[src/hdl/mpeg_audio_header_parser_top_macros.svh]
// ----------------------------------------------------------------------------
// MPEG audio header parser assertion macros
// Shared concurrent assertion forms, clocked on clock and disabled in reset.
// ----------------------------------------------------------------------------
`ifndef MPEG_AUDIO_HEADER_PARSER_TOP_MACROS_SVH
`define MPEG_AUDIO_HEADER_PARSER_TOP_MACROS_SVH

// Consequent must hold in the same cycle as the antecedent.
`define MAHP_ASSERT_IMP(label, ante, cons, msg) \
   label: assert property (@(posedge clock) disable iff (reset) (ante) |-> (cons)) \
      else $error(msg);

// Consequent must hold in the cycle after the antecedent.
`define MAHP_ASSERT_NXT(label, ante, cons, msg) \
   label: assert property (@(posedge clock) disable iff (reset) (ante) |=> (cons)) \
      else $error(msg);

`endif

[src/hdl/mahp_pkg.sv]
// ----------------------------------------------------------------------------
// MPEG audio header parser package
// Field widths, header codes, rate tables and reciprocal constants.
// ----------------------------------------------------------------------------
package mahp_pkg;

   localparam int unsigned HDR_W   = 32;
   localparam int unsigned BPS_W   = 19;
   localparam int unsigned HZ_W    = 16;
   localparam int unsigned BYTES_W = 12;
   localparam int unsigned KBPS_W  = 9;
   localparam int unsigned PROD_W  = 17;
   localparam int unsigned CSR_ADDR_W  = 3;
   localparam int unsigned CSR_DATA_W  = 32;
   localparam int unsigned CSR_IDX_LSB = 2;

   localparam logic        CSR_MINIMAL_MODE = 1'b0;
   localparam logic [10:0] SYNC_PATTERN     = 11'h7FF;

   typedef enum logic [1:0] {
      VER_MPEG25   = 2'd0,
      VER_RESERVED = 2'd1,
      VER_MPEG2    = 2'd2,
      VER_MPEG1    = 2'd3
   } mpeg_version_type;

   localparam logic [1:0] LAYER_NONE = 2'd0;
   localparam logic [1:0] LAYER_I    = 2'd1;
   localparam logic [1:0] LAYER_III  = 2'd3;
   localparam logic [1:0] MODE_JOINT = 2'd1;

   localparam logic [1:0] RIDX_44K = 2'd0;
   localparam logic [1:0] RIDX_48K = 2'd1;
   localparam logic [1:0] RIDX_32K = 2'd2;

   localparam logic [7:0] COEF_L1   = 8'd12;
   localparam logic [7:0] COEF_HALF = 8'd72;
   localparam logic [7:0] COEF_FULL = 8'd144;
   localparam logic [9:0] KBPS_SCALE = 10'd1000;

   // floor(n * 10 / 441) == (n * 12173950) >> 29 for n below 2^17.
   localparam logic [23:0] RECIP_441X10 = 24'd12173950;
   localparam int unsigned SHIFT_441    = 29;
   localparam int unsigned PROD441_W    = PROD_W + 24;
   // floor(x / 3) == (x * 10923) >> 15 for x below 2^13.
   localparam logic [13:0] RECIP_3   = 14'd10923;
   localparam int unsigned SHIFT_3   = 15;
   localparam int unsigned PROD3_W   = PROD_W - 4 + 14;

   localparam logic [KBPS_W-1:0] KBPS_TABLE [5][16] = '{
      '{9'd0, 9'd32, 9'd64, 9'd96, 9'd128, 9'd160, 9'd192, 9'd224,
        9'd256, 9'd288, 9'd320, 9'd352, 9'd384, 9'd416, 9'd448, 9'd0},
      '{9'd0, 9'd32, 9'd48, 9'd56, 9'd64, 9'd80, 9'd96, 9'd112,
        9'd128, 9'd160, 9'd192, 9'd224, 9'd256, 9'd320, 9'd384, 9'd0},
      '{9'd0, 9'd32, 9'd40, 9'd48, 9'd56, 9'd64, 9'd80, 9'd96,
        9'd112, 9'd128, 9'd160, 9'd192, 9'd224, 9'd256, 9'd320, 9'd0},
      '{9'd0, 9'd32, 9'd48, 9'd56, 9'd64, 9'd80, 9'd96, 9'd112,
        9'd128, 9'd144, 9'd160, 9'd176, 9'd192, 9'd224, 9'd256, 9'd0},
      '{9'd0, 9'd8, 9'd16, 9'd24, 9'd32, 9'd40, 9'd48, 9'd56,
        9'd64, 9'd80, 9'd96, 9'd112, 9'd128, 9'd144, 9'd160, 9'd0}
   };

   // MPEG-1 sample rate for a rate index; the other versions divide it by 2 or 4.
   function automatic logic [HZ_W-1:0] rate_base(input logic [1:0] ridx);
      logic [HZ_W-1:0] hz;
      case (ridx)
         RIDX_44K: hz = 16'd44100;
         RIDX_48K: hz = 16'd48000;
         RIDX_32K: hz = 16'd32000;
         default:  hz = '0;
      endcase
      return hz;
   endfunction

   typedef struct packed {
      logic                header_ok;
      logic [1:0]          version_code;
      logic [1:0]          layer_number;
      logic [BPS_W-1:0]    bitrate_bps;
      logic [HZ_W-1:0]     sample_rate_hz;
      logic [1:0]          channel_mode;
      logic [BYTES_W-1:0]  frame_bytes;
      logic                padded;
      logic [4:0]          intensity_band;
      logic [1:0]          stereo_ext_flags;
      logic [3:0]          misc_flags;
      logic [1:0]          emphasis;
   } rsp_type;

   // Fields that ride along the pipe unchanged after decode.
   typedef struct packed {
      logic                ok;
      logic [1:0]          ver;
      logic [1:0]          layer_num;
      logic [1:0]          ridx;
      logic [HZ_W-1:0]     hz;
      logic [1:0]          mode;
      logic                pad;
      logic [4:0]          band;
      logic [1:0]          sflags;
      logic [3:0]          misc;
      logic [1:0]          emph;
   } side_type;

   typedef struct packed {
      side_type            side;
      logic [KBPS_W-1:0]   kbps;
      logic [7:0]          coef;
      logic [1:0]          shift;
   } s1_type;

   typedef struct packed {
      side_type            side;
      logic [PROD_W-1:0]   n;
      logic [BPS_W-1:0]    bps;
   } s2_type;

   typedef struct packed {
      side_type            side;
      logic [BYTES_W-1:0]  quot;
      logic [BPS_W-1:0]    bps;
   } s3_type;

endpackage

[src/hdl/mahp_req_if.sv]
// ----------------------------------------------------------------------------
// MPEG audio header parser request channel
// Valid/ready channel carrying one 32-bit frame header word.
// ----------------------------------------------------------------------------
interface mahp_req_if;
   import mahp_pkg::*;

   logic             valid;
   logic             ready;
   logic [HDR_W-1:0] header_word;

   modport source (output valid, output header_word, input ready);
   modport sink   (input valid, input header_word, output ready);
endinterface

[src/hdl/mahp_rsp_if.sv]
// ----------------------------------------------------------------------------
// MPEG audio header parser response channel
// Valid/ready channel carrying the decoded header fields.
// ----------------------------------------------------------------------------
interface mahp_rsp_if;
   import mahp_pkg::*;

   logic               valid;
   logic               ready;
   logic               header_ok;
   logic [1:0]         version_code;
   logic [1:0]         layer_number;
   logic [BPS_W-1:0]   bitrate_bps;
   logic [HZ_W-1:0]    sample_rate_hz;
   logic [1:0]         channel_mode;
   logic [BYTES_W-1:0] frame_bytes;
   logic               padded;
   logic [4:0]         intensity_band;
   logic [1:0]         stereo_ext_flags;
   logic [3:0]         misc_flags;
   logic [1:0]         emphasis;

   modport source (output valid, output header_ok, output version_code,
                   output layer_number, output bitrate_bps, output sample_rate_hz,
                   output channel_mode, output frame_bytes, output padded,
                   output intensity_band, output stereo_ext_flags, output misc_flags,
                   output emphasis, input ready);
   modport sink   (input valid, input header_ok, input version_code,
                   input layer_number, input bitrate_bps, input sample_rate_hz,
                   input channel_mode, input frame_bytes, input padded,
                   input intensity_band, input stereo_ext_flags, input misc_flags,
                   input emphasis, output ready);
endinterface

[src/hdl/mpeg_audio_header_parser_top.sv]
// ----------------------------------------------------------------------------
// MPEG audio frame header parser
// Four-stage pipeline that checks a frame header word and decodes its fields.
// ----------------------------------------------------------------------------
// Usage:
//   A request on req_ch carries one 32-bit header word, first stream byte in
//   bits 31..24. Each request yields exactly one response on rsp_ch, in order.
//   A rejected header gives header_ok low and every other field zero.
//   A new request is taken every cycle while rsp_ch.ready stays high. Each
//   request passes through four register stages, the first loaded at the
//   accepting edge: decode and table lookup, bit-rate products, reciprocal
//   multiply for the sample-rate division, and the output register with
//   padding applied.
//   Each stage has its own valid bit and loads whenever it is empty or the
//   stage after it moves, so bubbles close up and requests keep flowing while
//   a response waits. When the receiver holds rsp_ch.ready low the pipe fills
//   and then req_ch.ready drops; nothing is lost or repeated.
//   Reset clears all valid bits and sets minimal_mode to 1. The register sits
//   at csr address 0 and is read back there; write it only while idle.
// ----------------------------------------------------------------------------
`include "mpeg_audio_header_parser_top_macros.svh"

module mpeg_audio_header_parser_top (
   input  logic                              clock,
   input  logic                              reset,
   mahp_req_if.sink                          req_ch,
   mahp_rsp_if.source                        rsp_ch,
   input  logic                              csr_psel,
   input  logic                              csr_penable,
   input  logic                              csr_pwrite,
   input  logic [mahp_pkg::CSR_ADDR_W-1:0]   csr_paddr,
   input  logic [mahp_pkg::CSR_DATA_W-1:0]   csr_pwdata,
   output logic [mahp_pkg::CSR_DATA_W-1:0]   csr_prdata,
   output logic                              csr_pready
);
   import mahp_pkg::*;

   logic minimal_mode_ff, minimal_mode_in;

   logic    v1_ff, v2_ff, v3_ff, v4_ff;
   logic    rdy1, rdy2, rdy3, rdy4;
   s1_type  s1_ff, s1_in;
   s2_type  s2_ff, s2_in;
   s3_type  s3_ff, s3_in;
   rsp_type out_ff, out_in;

   // ---------------- configuration port ----------------
   logic csr_write;
   assign csr_pready = 1'b1;
   assign csr_write  = csr_psel & csr_penable & csr_pwrite & csr_pready;

   always_comb begin
      minimal_mode_in = minimal_mode_ff;
      if (csr_write && csr_paddr[CSR_IDX_LSB] == CSR_MINIMAL_MODE) begin
         minimal_mode_in = csr_pwdata[0];
      end
   end

   always_comb begin
      csr_prdata = '0;
      if (csr_paddr[CSR_IDX_LSB] == CSR_MINIMAL_MODE) begin
         csr_prdata = {{(CSR_DATA_W-1){1'b0}}, minimal_mode_ff};
      end
   end

   always_ff @(posedge clock) begin
      if (reset) begin
         minimal_mode_ff <= 1'b1;
      end else begin
         minimal_mode_ff <= minimal_mode_in;
      end
   end

   // ---------------- flow control ----------------
   assign rdy4 = !v4_ff || rsp_ch.ready;
   assign rdy3 = !v3_ff || rdy4;
   assign rdy2 = !v2_ff || rdy3;
   assign rdy1 = !v1_ff || rdy2;
   assign req_ch.ready = rdy1;

   always_ff @(posedge clock) begin
      if (reset) begin
         v1_ff <= 1'b0;
         v2_ff <= 1'b0;
         v3_ff <= 1'b0;
         v4_ff <= 1'b0;
      end else begin
         if (rdy1) v1_ff <= req_ch.valid;
         if (rdy2) v2_ff <= v1_ff;
         if (rdy3) v3_ff <= v2_ff;
         if (rdy4) v4_ff <= v3_ff;
      end
   end

   // ---------------- stage 1: decode and lookup ----------------
   logic [HDR_W-1:0]  w;
   logic [1:0]        ver, lay, ridx, layer_num, ext;
   logic [3:0]        bidx;
   logic [2:0]        row;
   logic [KBPS_W-1:0] kbps;
   logic [HZ_W-1:0]   base_hz;

   always_comb begin
      w         = req_ch.header_word;
      ver       = w[20:19];
      lay       = w[18:17];
      bidx      = w[15:12];
      ridx      = w[11:10];
      ext       = w[5:4];
      layer_num = 2'd0 - lay;
      if (ver == VER_MPEG1) begin
         row = {1'b0, layer_num - 2'd1};
      end else if (layer_num == LAYER_I) begin
         row = 3'd3;
      end else begin
         row = 3'd4;
      end
      kbps    = KBPS_TABLE[row][bidx];
      base_hz = rate_base(ridx);

      s1_in.kbps = kbps;
      case (ver)
         VER_MPEG1: s1_in.shift = 2'd0;
         VER_MPEG2: s1_in.shift = 2'd1;
         default:   s1_in.shift = 2'd2;
      endcase
      if (layer_num == LAYER_I) begin
         s1_in.coef = COEF_L1;
      end else if (layer_num == LAYER_III && ver != VER_MPEG1) begin
         s1_in.coef = COEF_HALF;
      end else begin
         s1_in.coef = COEF_FULL;
      end

      s1_in.side.ok = (w[31:21] == SYNC_PATTERN) && (ver != VER_RESERVED) &&
                      (lay != 2'd0) && (kbps != '0) && (base_hz != '0);
      s1_in.side.ver       = ver;
      s1_in.side.layer_num = layer_num;
      s1_in.side.ridx      = ridx;
      s1_in.side.hz        = base_hz >> s1_in.shift;
      s1_in.side.mode      = w[7:6];
      s1_in.side.pad       = w[9];
      s1_in.side.band      = '0;
      s1_in.side.sflags    = '0;
      s1_in.side.misc      = '0;
      s1_in.side.emph      = '0;
      if (!minimal_mode_ff) begin
         if (w[7:6] == MODE_JOINT) begin
            if (layer_num == LAYER_III) begin
               s1_in.side.sflags = ext;
            end else begin
               s1_in.side.band = ({3'b000, ext} + 5'd1) << 2;
            end
         end
         s1_in.side.misc = {~w[16], w[8], w[3], w[2]};
         s1_in.side.emph = w[1:0];
      end
   end

   always_ff @(posedge clock) begin
      if (rdy1) s1_ff <= s1_in;
   end

   // ---------------- stage 2: products ----------------
   logic [PROD_W-1:0]  coef_prod;
   logic [PROD_W+1:0]  n_wide;

   always_comb begin
      coef_prod   = PROD_W'(s1_ff.coef) * PROD_W'(s1_ff.kbps);
      n_wide      = {2'b00, coef_prod} << s1_ff.shift;
      s2_in.side  = s1_ff.side;
      s2_in.n     = n_wide[PROD_W-1:0];
      s2_in.bps   = BPS_W'(s1_ff.kbps) * BPS_W'(KBPS_SCALE);
   end

   always_ff @(posedge clock) begin
      if (rdy2) s2_ff <= s2_in;
   end

   // ---------------- stage 3: division by the sample rate ----------------
   // The MPEG-1 rate divides n; the version shift is already folded into n.
   logic [PROD441_W-1:0] prod441;
   logic [PROD3_W-1:0]   prod3;

   always_comb begin
      prod441    = PROD441_W'(s2_ff.n) * PROD441_W'(RECIP_441X10);
      prod3      = PROD3_W'(s2_ff.n[PROD_W-1:4]) * PROD3_W'(RECIP_3);
      s3_in.side = s2_ff.side;
      s3_in.bps  = s2_ff.bps;
      case (s2_ff.side.ridx)
         RIDX_44K: s3_in.quot = prod441[SHIFT_441 +: BYTES_W];
         RIDX_48K: s3_in.quot = prod3[SHIFT_3 +: BYTES_W];
         RIDX_32K: s3_in.quot = s2_ff.n[5 +: BYTES_W];
         default:  s3_in.quot = '0;
      endcase
   end

   always_ff @(posedge clock) begin
      if (rdy3) s3_ff <= s3_in;
   end

   // ---------------- stage 4: output register ----------------
   logic [BYTES_W-1:0] slots;

   always_comb begin
      slots  = s3_ff.quot + BYTES_W'(s3_ff.side.pad);
      out_in = '0;
      if (s3_ff.side.ok) begin
         out_in.header_ok        = 1'b1;
         out_in.version_code     = s3_ff.side.ver;
         out_in.layer_number     = s3_ff.side.layer_num;
         out_in.bitrate_bps      = s3_ff.bps;
         out_in.sample_rate_hz   = s3_ff.side.hz;
         out_in.channel_mode     = s3_ff.side.mode;
         out_in.padded           = s3_ff.side.pad;
         out_in.intensity_band   = s3_ff.side.band;
         out_in.stereo_ext_flags = s3_ff.side.sflags;
         out_in.misc_flags       = s3_ff.side.misc;
         out_in.emphasis         = s3_ff.side.emph;
         // Layer I counts four-byte slots.
         if (s3_ff.side.layer_num == LAYER_I) begin
            out_in.frame_bytes = {slots[BYTES_W-3:0], 2'b00};
         end else begin
            out_in.frame_bytes = slots;
         end
      end
   end

   always_ff @(posedge clock) begin
      if (rdy4) out_ff <= out_in;
   end

   assign rsp_ch.valid            = v4_ff;
   assign rsp_ch.header_ok        = out_ff.header_ok;
   assign rsp_ch.version_code     = out_ff.version_code;
   assign rsp_ch.layer_number     = out_ff.layer_number;
   assign rsp_ch.bitrate_bps      = out_ff.bitrate_bps;
   assign rsp_ch.sample_rate_hz   = out_ff.sample_rate_hz;
   assign rsp_ch.channel_mode     = out_ff.channel_mode;
   assign rsp_ch.frame_bytes      = out_ff.frame_bytes;
   assign rsp_ch.padded           = out_ff.padded;
   assign rsp_ch.intensity_band   = out_ff.intensity_band;
   assign rsp_ch.stereo_ext_flags = out_ff.stereo_ext_flags;
   assign rsp_ch.misc_flags       = out_ff.misc_flags;
   assign rsp_ch.emphasis         = out_ff.emphasis;

   // ---------------- assertions ----------------
   `MAHP_ASSERT_IMP(a_reject_zero, rsp_ch.valid && !rsp_ch.header_ok,
      rsp_ch.frame_bytes == '0 && rsp_ch.bitrate_bps == '0 &&
      rsp_ch.sample_rate_hz == '0 && rsp_ch.layer_number == LAYER_NONE,
      "rejected header carries nonzero fields")
   `MAHP_ASSERT_IMP(a_ok_decoded, rsp_ch.valid && rsp_ch.header_ok,
      rsp_ch.frame_bytes != '0 && rsp_ch.layer_number != LAYER_NONE &&
      rsp_ch.sample_rate_hz != '0,
      "accepted header has an empty frame length, layer or rate")
   `MAHP_ASSERT_IMP(a_layer1_slots,
      rsp_ch.valid && rsp_ch.header_ok && rsp_ch.layer_number == LAYER_I,
      rsp_ch.frame_bytes[1:0] == 2'b00,
      "layer I frame length is not a whole number of slots")
   `MAHP_ASSERT_IMP(a_full_backpressure,
      v1_ff && v2_ff && v3_ff && v4_ff && !rsp_ch.ready,
      !req_ch.ready,
      "full pipe stalled by the receiver still takes a request")
   `MAHP_ASSERT_NXT(a_enter_stage1, req_ch.valid && req_ch.ready, v1_ff,
      "accepted request did not reach the first stage")

endmodule

[src/flat_wrapper.sv]
// flat-port wrapper written by rule: the top's interface ports become plain ports
module mpeg_audio_header_parser_top_flat import mahp_pkg::*;
  (clock, reset, csr_psel, csr_penable, csr_pwrite, csr_paddr, csr_pwdata, csr_prdata, csr_pready, req_ch_valid, req_ch_header_word, req_ch_ready, rsp_ch_valid, rsp_ch_header_ok, rsp_ch_version_code, rsp_ch_layer_number, rsp_ch_bitrate_bps, rsp_ch_sample_rate_hz, rsp_ch_channel_mode, rsp_ch_frame_bytes, rsp_ch_padded, rsp_ch_intensity_band, rsp_ch_stereo_ext_flags, rsp_ch_misc_flags, rsp_ch_emphasis, rsp_ch_ready);
  mahp_req_if req_ch_i ();
  mahp_rsp_if rsp_ch_i ();
  input  logic clock;
  input  logic reset;
  input  logic csr_psel;
  input  logic csr_penable;
  input  logic csr_pwrite;
  input  logic [mahp_pkg::CSR_ADDR_W-1:0] csr_paddr;
  input  logic [mahp_pkg::CSR_DATA_W-1:0] csr_pwdata;
  output logic [mahp_pkg::CSR_DATA_W-1:0] csr_prdata;
  output logic csr_pready;
  input wire logic [$bits(req_ch_i.valid)-1:0] req_ch_valid;
  input wire logic [$bits(req_ch_i.header_word)-1:0] req_ch_header_word;
  output wire logic [$bits(req_ch_i.ready)-1:0] req_ch_ready;
  output wire logic [$bits(rsp_ch_i.valid)-1:0] rsp_ch_valid;
  output wire logic [$bits(rsp_ch_i.header_ok)-1:0] rsp_ch_header_ok;
  output wire logic [$bits(rsp_ch_i.version_code)-1:0] rsp_ch_version_code;
  output wire logic [$bits(rsp_ch_i.layer_number)-1:0] rsp_ch_layer_number;
  output wire logic [$bits(rsp_ch_i.bitrate_bps)-1:0] rsp_ch_bitrate_bps;
  output wire logic [$bits(rsp_ch_i.sample_rate_hz)-1:0] rsp_ch_sample_rate_hz;
  output wire logic [$bits(rsp_ch_i.channel_mode)-1:0] rsp_ch_channel_mode;
  output wire logic [$bits(rsp_ch_i.frame_bytes)-1:0] rsp_ch_frame_bytes;
  output wire logic [$bits(rsp_ch_i.padded)-1:0] rsp_ch_padded;
  output wire logic [$bits(rsp_ch_i.intensity_band)-1:0] rsp_ch_intensity_band;
  output wire logic [$bits(rsp_ch_i.stereo_ext_flags)-1:0] rsp_ch_stereo_ext_flags;
  output wire logic [$bits(rsp_ch_i.misc_flags)-1:0] rsp_ch_misc_flags;
  output wire logic [$bits(rsp_ch_i.emphasis)-1:0] rsp_ch_emphasis;
  input wire logic [$bits(rsp_ch_i.ready)-1:0] rsp_ch_ready;
  assign req_ch_i.valid = req_ch_valid;
  assign req_ch_i.header_word = req_ch_header_word;
  assign req_ch_ready = req_ch_i.ready;
  assign rsp_ch_valid = rsp_ch_i.valid;
  assign rsp_ch_header_ok = rsp_ch_i.header_ok;
  assign rsp_ch_version_code = rsp_ch_i.version_code;
  assign rsp_ch_layer_number = rsp_ch_i.layer_number;
  assign rsp_ch_bitrate_bps = rsp_ch_i.bitrate_bps;
  assign rsp_ch_sample_rate_hz = rsp_ch_i.sample_rate_hz;
  assign rsp_ch_channel_mode = rsp_ch_i.channel_mode;
  assign rsp_ch_frame_bytes = rsp_ch_i.frame_bytes;
  assign rsp_ch_padded = rsp_ch_i.padded;
  assign rsp_ch_intensity_band = rsp_ch_i.intensity_band;
  assign rsp_ch_stereo_ext_flags = rsp_ch_i.stereo_ext_flags;
  assign rsp_ch_misc_flags = rsp_ch_i.misc_flags;
  assign rsp_ch_emphasis = rsp_ch_i.emphasis;
  assign rsp_ch_i.ready = rsp_ch_ready;
  mpeg_audio_header_parser_top u_core (.clock(clock), .reset(reset), .req_ch(req_ch_i), .rsp_ch(rsp_ch_i), .csr_psel(csr_psel), .csr_penable(csr_penable), .csr_pwrite(csr_pwrite), .csr_paddr(csr_paddr), .csr_pwdata(csr_pwdata), .csr_prdata(csr_prdata), .csr_pready(csr_pready));
endmodule
[config.mk]
export PLATFORM = sky130hd
export DESIGN_NAME = mpeg_audio_header_parser_top_flat
export DESIGN_NICKNAME = d
export VERILOG_FILES = /design/src/hdl/mahp_pkg.sv /design/src/hdl/mahp_req_if.sv /design/src/hdl/mahp_rsp_if.sv /design/src/hdl/mpeg_audio_header_parser_top.sv /design/src/flat_wrapper.sv
export VERILOG_INCLUDE_DIRS = /design/src /design/src/hdl
export SDC_FILE = /design/constraint.sdc
export NUM_CORES = 1
export LEC_CHECK = 0
export ABC_AREA = 1
export BUFFER_PORTS_ARGS = -buffer_cell sky130_fd_sc_hd__buf_4
export CORE_MARGIN = 5
export CORE_UTILIZATION = 60
export DETAILED_ROUTE_END_ITERATION = 16
export PLACE_DENSITY = 0.89
export SYNTH_ARGS = -nofsm -noshare
export SYNTH_HDL_FRONTEND = slang
export SYNTH_SLANG_ARGS = --single-unit
export TNS_END_PERCENT = 50
[constraint.sdc]
create_clock -name clock -period 6.45 [get_ports clock]
set_input_delay 0.3225 -clock clock [delete_from_list [all_inputs] [get_ports clock]]
set_output_delay 0.3225 -clock clock [all_outputs]
set_load 0.02 [all_outputs]
==> out/results.tsv <==
stage	metric	value	unit
worst_setup_path	WP buf/inv	3	
floorplan	FP Rows	66	
yosys	area leader, netlist	edfxtp_1	
yosys	post-synthesis instance total	2086	
worst_setup_path	Critical Path Most Common Cell	fa_1	
sta	Tmin final	5900	ps
worst_setup_path	Worst path depth	17	
clock_network	CTS Sinks	236	
worst_hold_path	hold depth	2	
floorplan	Initial Utilization	0.608	
worst_hold_path	WHS Endpoint	u_core.v3_ff	
layout	Area Overhead vs Synth	9.66	%
global_routing	GRT Util Overall	0.252	
worst_setup_path	worst path required time	6690	ps
yosys	Seq cells post-synth	236	
yosys	synth warn	0	
floorplan	core footprint	32500	µm²
yosys	ys flop type	edfxtp_1	
yosys	post-synth top area share	0.351	
place	Post-DP HPWL	36100	µm
sta	final setup fails	0	
worst_setup_path	Crit-path slowest cell	fa_1	
sta	Tcrit/Tclk final	0.915	
clock_network	clock tree buffer depth	3	
drt	DRC violations left	0	
worst_setup_path	cells along the critical path	fa_1 -> inv_1 -> fa_1 -> fa_1 -> inv_1 -> fa_1 -> fa_1 -> ha_1 -> ha_1 -> nand2_1 -> inv_1 -> a21oi_1 -> nor2_1 -> o21ai_0 -> nand3_1 -> o21ai_0 -> nand2_1	
global_routing	first-pass GRT wire length	74200	µm
floorplan	die area	36700	µm²
layout	antenna cell count	0	
sta	unrepaired setup endpoints after global routing	false	
clock_network	PostCTS Resize Cnt	0	
yosys	largest cells by area after synthesis	edfxtp_1, ha_1, fa_1	
global_routing	vias in the first global route	15100	
global_routing	largest net degree at the start of global routing	63	
place	number of port buffers	103	
drt	via/cell ratio	5.45	
floorplan	Die H	192	µm
run_status	status	finished, final reports clean	
yosys	asr flop ratio synth	0	
yosys	Seq/Total Area, Yosys	0.356	
clock_network	H-Tree Level Count	1	
yosys	Netlist cell types	51	
worst_setup_path	r2r endpoint	u_core.s3_ff[21]	
worst_setup_path	Critical Path Start Type	register	
layout	Core Util, Final	0.667	
yosys	Post-synth EDFFs	231	
drt	final WL	45600	µm
global_routing	total gr overflow	0	
sta	final hold vios	0	
drt	routed vias	14500	
worst_setup_path	R2R cell count	17	
clock_network	clk_lat worst skew	510	ps
clock_network	CTS buffer count	24	
drt	number of iterations in the first detailed-routing pass	7	
layout	layout cells sized above 1	0.0791	
drt	First DRT Iteration DRCs	1210	
worst_setup_path	WS Path Type	reg2reg	
worst_setup_path	Worst Path Max Fanout	9	
place	Final GP Congestion	0.983	
yosys	synthesized area per cell	9.48	µm²
sta	Slew @ Worst Pin	954	ps
sta	slew margin rel.	0.362	
worst_hold_path	hold wc startpoint	reset	
job	max_cap viols	0	
worst_setup_path	Worst EP arrival	6140	ps
worst_setup_path	crit end category	register	
clock_network	TritonCTS clock tree	yes	
sta	clk_skew	13.6	ps
clock_network	root buffer cell	clkbuf_16	
sta	f_max	170	MHz
yosys	Cell Area, Synth	19800	µm²
drt	wire length per cell	17.1	µm
worst_setup_path	reg2reg start	u_core.s2_ff[32]	
floorplan	die extent in x	192	µm
layout	nets	2704	
worst_setup_path	Crit path max-delay family	adder cells	
worst_setup_path	crit-path max cell delay	880	ps
drt	DRT antenna net count	0	
sta	Setup TNS	0	ps
floorplan	I/O pins	177	
clock_network	Worst-path clk slew	60	ps
worst_hold_path	HP Class	in2reg	
worst_setup_path	r2r setup slk	550	ps
global_routing	initial antenna violation count	0	
sta	fin. max-slew vios	0	
[layer usage]
metal  global-route usage  up-vias  wire, µm
li1                     -     6839         -
met1                0.320     6923     17600
met2                0.451      615     23300
met3               0.0239      149      2820
met4               0.0890        0      1840
met5                    0        -         0
[cell families after synthesis]
kind of cell | count (synthesis) | share of synthesized area
simple gates | 672 | 0.144
buf+inv | 547 | 0.113
fa+ha+maj | 423 | 0.323
flops | 236 | 0.356
compound gates | 173 | 0.0493
xor+xnor | 26 | 0.0115
mux | 7 | 0.00354
other cells | 2 | 0.000380
[cells in the final DEF (no fill, tap or decap), types with 25 or more instances in the layout]
master,n
nand3_1,98
nand2_1,385
fa_1,145
clkbuf_16,25
edfxtp_1,231
o21ai_0,53
conb_1,41
nor2_1,121
inv_1,478
a21oi_1,74
ha_1,278
buf_4,113
[cell type report]
cell class | instances | area, µm²
Multi-Input combinational cell | 1342 | 10700
Clock buffer | 33 | 656
Fill cell | 2388 | 10800
Timing Repair Buffer | 115 | 868
Clock inverter | 11 | 85.1
Inverter | 488 | 1840
Tap cell | 442 | 553
Sequential cell | 236 | 7040
[cell usage after synthesis (all sizes together), types with 6 or more instances]
cell	count
xnor2	9
nand4	21
inv	485
nand3b	8
nand2	393
a21oi	76
xor2	17
buf	46
mux2i	7
nand3	100
o21ai	58
fa	145
clkbuf	13
nor3	11
ha	278
edfxtp	231
o21bai	8
nor2	126
a21o	6
or2	6
[metrics by stage]
step / cells / cell area (µm²) / hold slack (ps) / worst slack [ps]
final: 2667 / 21700 / 13.2 / 551
after global routing: 2667 / 21700 / 11.2 / 356
after CTS: 2667 / 21700 / 5.91 / 607
after detailed placement: 2621 / 20900 / 405 / 689
after global placement: 2621 / 20900 / 401 / 790
after floorplan: 2125 / 19900 / 392 / 1470
[timing repair]
item	in CTS	in global routing
hold buffers	2	0
hold endpoints to repair	2	0
buffers inserted	0	0
setup endpoints to repair	0	0
[flip-flops by register name (all words and copies together), names as in the netlist, 3 cells and up]
signal / cells
u_core.rsp_ch.intensity_band: 3
u_core.rsp_ch.sample_rate_hz: 16
u_core.rsp_ch.bitrate_bps: 13
u_core.rsp_ch.frame_bytes: 12
u_core.s3_ff: 60
u_core.s2_ff: 62
u_core.s1_ff: 49
u_core.rsp_ch.misc_flags: 4
[worst max path at each step]
| stage | from | end | slack, ps |
|---|---|---|---|
| after global placement | u_core.s2_ff[32] | u_core.s3_ff[21] | 790 |
| final | u_core.s2_ff[32] | u_core.s3_ff[21] | 550 |
| after CTS | u_core.s2_ff[32] | u_core.s3_ff[21] | 610 |
| after global routing | u_core.s2_ff[32] | u_core.s3_ff[21] | 360 |
| after floorplan | u_core.s2_ff[28] | u_core.s3_ff[24] | 1470 |
| after detailed placement | u_core.s2_ff[32] | u_core.s3_ff[21] | 690 |
Power is not shown: default switching activity piles up to over one toggle a cycle in this logic, so the estimate is an artifact.
